[config.mk]
export PLATFORM = sky130hd
export DESIGN_NAME = texsl_ram
export DESIGN_NICKNAME = d
export VERILOG_FILES = /design/src/rtl/core/texsl_ram.sv
export SDC_FILE = /design/constraint.sdc
export NUM_CORES = 2
export LEC_CHECK = 0
export BUFFER_PORTS_ARGS = -buffer_cell sky130_fd_sc_hd__clkbuf_2
export CELL_PAD_IN_SITES_DETAIL_PLACEMENT = 1
export CELL_PAD_IN_SITES_GLOBAL_PLACEMENT = 2
export CORE_ASPECT_RATIO = 1.25
export CORE_UTILIZATION = 50
export DETAILED_ROUTE_END_ITERATION = 7
export PLACE_DENSITY = 0.83
export SLEW_MARGIN = 20
export SYNTH_ARGS = -nofsm -noshare
export SYNTH_HDL_FRONTEND = slang
export SYNTH_SLANG_ARGS = --single-unit
[constraint.sdc]
create_clock -name i_clk -period 2.5 [get_ports i_clk]
set_input_delay 0.125 -clock i_clk [delete_from_list [all_inputs] [get_ports i_clk]]
set_output_delay 0.125 -clock i_clk [all_outputs]
set_load 0.01 [all_outputs]
[src/rtl/core/texsl_ram.sv]
// Generic single-port-write, single-port-read RAM with registered read.
// No dependencies.
`timescale 1ns / 1ps
`default_nettype none
module texsl_ram #(
    parameter int WIDTH = 8,
    parameter int DEPTH = 256
) (
    input  wire logic                     i_clk,
    input  wire logic                     i_we,
    input  wire logic [$clog2(DEPTH)-1:0] i_waddr,
    input  wire logic [WIDTH-1:0]         i_wdata,
    input  wire logic                     i_re,
    input  wire logic [$clog2(DEPTH)-1:0] i_raddr,
    output logic      [WIDTH-1:0]         o_rdata
);
    logic [WIDTH-1:0] r_mem [DEPTH];

    always_ff @(posedge i_clk) begin
        if (i_we) r_mem[i_waddr] <= i_wdata;
        if (i_re) o_rdata <= r_mem[i_raddr];
    end
endmodule
`default_nettype wire

==> metrics.md <==
| Metric | Value |
|---|---|
| Hold_ws | approximately 120 ps |
| Fraction of final layout cells sized beyond drive strength 1 | between 30% and 40% |
| Filler cell count | ~13000 |
| Worst-path clk slew | 70 ps |
| Worst min path class | primary input to register |
| Max-Cap Viols | 0 |
| Core Rows | 163 |
| Final setup margin | -23.4 ps |
| Chip width | 359 µm |
| Syn nets | 3760 |
| Post-Place Cell Area | 86900 µm² |
| Share of the synthesized area in the top cell type | 77.5% |
| Crit Path Max Fanout | 1 |
| Pleak | 0.0302 µW |
| Via count | 42506 |
| Ranking of synthesized cells by area | edfxtp_1 78%, mux4_2 13%, mux2i_1 1.7% |
| Die footprint | 161000 µm² |
| Violated checks | negative setup slack |
| Vias in the first global route | 44676 |
| R2R setup slack | -20 ps |
| Slew HR | 21.9% |
| GRT Overall Usage | between 20% and 30% |
| Total CTS buffers | approximately 190 |
| DRT Wirelength | 228000 µm |
| Mapped Area | around 80000 µm² |
| Period utilization | 101% |
| Power Density | 759 nW/µm² |
| Initial antenna violation count | 8 |
| Clock tree root driver cell | clkbuf_16 |
| Leading area contributor after synthesis | edfxtp_1 |
| Largest net degree at the start of global routing | 105 |
| Postcts setup bufs | 0 |
| Crit-path max cell delay | roughly 480 ps |
| Final instance area | 93200 µm² |
| Area grow syn2layout | 17.1% |
| Number of distinct library cells after synthesis | 54 |
| CTS H-Tree Depth | 4 |
| Hold Path Origin | i_waddr[1] |
| Final setup fails | 1 |
| Synth Flop Type | edfxtp_1 |
| CORE AREA | 158000 µm² |
| Clock skew | 26.4 ps |
| Launching point of the worst reg2reg path | r_mem[27][2] |
| CP max stage cell | mux4_2 |
| Clk buf depth | 3 |
| First-pass GRT wire length | 325000 µm |
| Startpoint Class | register |
| Max frequency | 396 MHz |
| I/O Buffers | 34 |
| First DRT Iteration DRCs | 5110 |
| Status | finished with violations |
| Post-synth EDFFs | roughly 2000 |
| Mean Syn Cell Area | 21.3 µm² |
| Yosys reg bits | between 2000 and 2500 |
| Vias per cell | 6.42 |
| Drt wl/cell | between 30 and 40 µm |
| Final #Nets | 4429 |
| CP arrival | 3100 ps |
| Total grt overflow | 0 |
| Endpoint class of the critical path | register |
| Final Critical Period | 2520 ps |
| Max-slew violations | 0 |
| Required @ worst endpoint | 3070 ps |
| HPWL reported at the end of detailed placement | 148000 µm |
| Crit-path cells | mux4_2, a22oi_1, a21oi_1, buf_4, nor4_2, buf_4, nor4_2 |
| Skew-Pair Late Insertion Delay | 840 ps |
| Peak supply drop | 0.483 mV |
| Syn Inst Count | 3733 |
| CTS tree | built |
| Ys Warns | 0 |
| Antenna-violating nets left | 0 |
| I/O pin count | 35 |
| Register area share after synthesis | 77.5% |
| Die Span Y | 448 µm |
| Critical path class | register to register |
| Origin of the worst setup path | r_mem[27][2] |
| CTS sink cnt | just over 2000 |
| Remaining DRCs | 0 |
| Drt pass-1 iters | 6 |
| Placer Congestion | 0.887 |
| FFs w/ async S/R, synth | 0% |
| Final count of hold timing violations | 0 |
| Slew @ Worst Pin | 1170 ps |
| Initial Util | 50.4% |
## worst max-delay path: cells and delay by family, from the launching register on
| family | cells | cell delay [ps] |
|---|---|---|
| AOI/OAI and AO/OA | 2 | 580 |
| muxes | 1 | 480 |
| and+or+nand+nor | 2 | 430 |
| DFF | 1 | 370 |
| buffers and inverters | 2 | 410 |
## cells in the mapped netlist (5+ instances only)
library cell,count
a211oi_1,16
a21oi_1,96
a221oi_1,13
a22o_1,8
a22oi_1,133
and2_1,6
buf_1,22
buf_12,8
buf_2,31
buf_4,27
buf_6,21
buf_8,13
clkbuf_1,111
edfxtp_1,2056
mux2i_1,134
mux4_2,454
nand2_1,33
nand2b_1,8
nand3_1,34
nand4_1,10
nor2_1,282
nor2b_1,31
nor3_1,22
nor4_1,24
o211ai_1,10
o21ai_0,10
o221ai_1,46
o22a_1,5
o22ai_1,28
## placed cells by master, fill, tap and decap left out, drive strengths merged, types with 12 or more instances in the layout
cell    Yosys  layout
o21ai      12      12
nor3       22      22
mux4      456     456
nor4       27      27
edfxtp   2056    2056
nand3      34      34
o221ai     47      47
a221oi     14      14
bufinv      0      20
nand2      33      33
a21oi      96      96
buf       122     675
a22oi     133     133
a211oi     16      16
clkbuf    111     249
o22ai      28      28
nor2b      31      31
clkinv      1      81
nor2      282     282
mux2i     134     134
## metal layers
layer	routed length [µm]	GRT usage [%]	vias up
met5	63	0	-
met4	13300	15.3	8
met3	16900	4.69	537
met2	115000	48.6	2261
met1	82700	35.2	22681
li1	-	-	17019
## path summary, 6_finish.rpt
kind,to,cells after the start
worst min-delay path,r_mem[155][3],4
worst min register to register,o_rdata[0],5
worst max register to register,o_rdata[2],7
worst max-delay path,o_rdata[2],7
## where the power goes
part	switching, µW	total [µW]	internal [µW]	leakage (µW)
Combinational	2560	4150	1580	0.00874
Sequential	47.8	38000	38000	0.0185
Clock	12600	28600	15900	0.00293
## cell type report
cell class                      instances  area [µm²]  area share, %
Antenna cell                            4        10.0         0.0107
Multi-Input combinational cell       1442       16700           17.9
Clock inverter                        119        1160           1.24
Inverter                                2        7.51        0.00805
Timing Repair Buffer                  714        6210           6.66
Clock buffer                          219        4840           5.19
Sequential cell                      2056       61700           66.2
Tap cell                             2062        2580           2.77
## logic make-up after synthesis
group	synth area share [%]
flops	77.5
compound gates	3.42
buf+inv	1.83
simple gates	2.63
mux	14.6
## per-stage QoR
| stage | util, % | TNS [ps] | cells | power, µW | setup WS, ps |
|---|---|---|---|---|---|
| after global placement | 55.0 | -5390 | 6268 | 42700 | -1030 |
| after floorplan | - | 0 | 3733 | 40600 | 299 |
| final | 59.0 | -23.4 | 6618 | 70800 | -23.4 |
| after global routing | 59.0 | -8.91 | 6615 | 72200 | -8.91 |
| after CTS | 58.9 | 0 | 6615 | 71000 | 8.87 |
| after detailed placement | 55.0 | -5740 | 6268 | 42800 | -897 |
## timing repair
| action | in CTS | in global routing |
|---|---|---|
| hold buffers | 9 | 0 |
| hold endpoints to repair | 423 | 0 |
| endpoints found under the setup margin | 8 | 6 |
| pin swaps | 0 | 4 |
| cloned | 0 | 0 |
| gates resized for setup | 21 | 13 |
## sequential cells by signal, indices dropped and copies added (netlist names)
signal and flops:
o_rdata 8, r_mem 2048
Power figures use the tool's default switching activity.
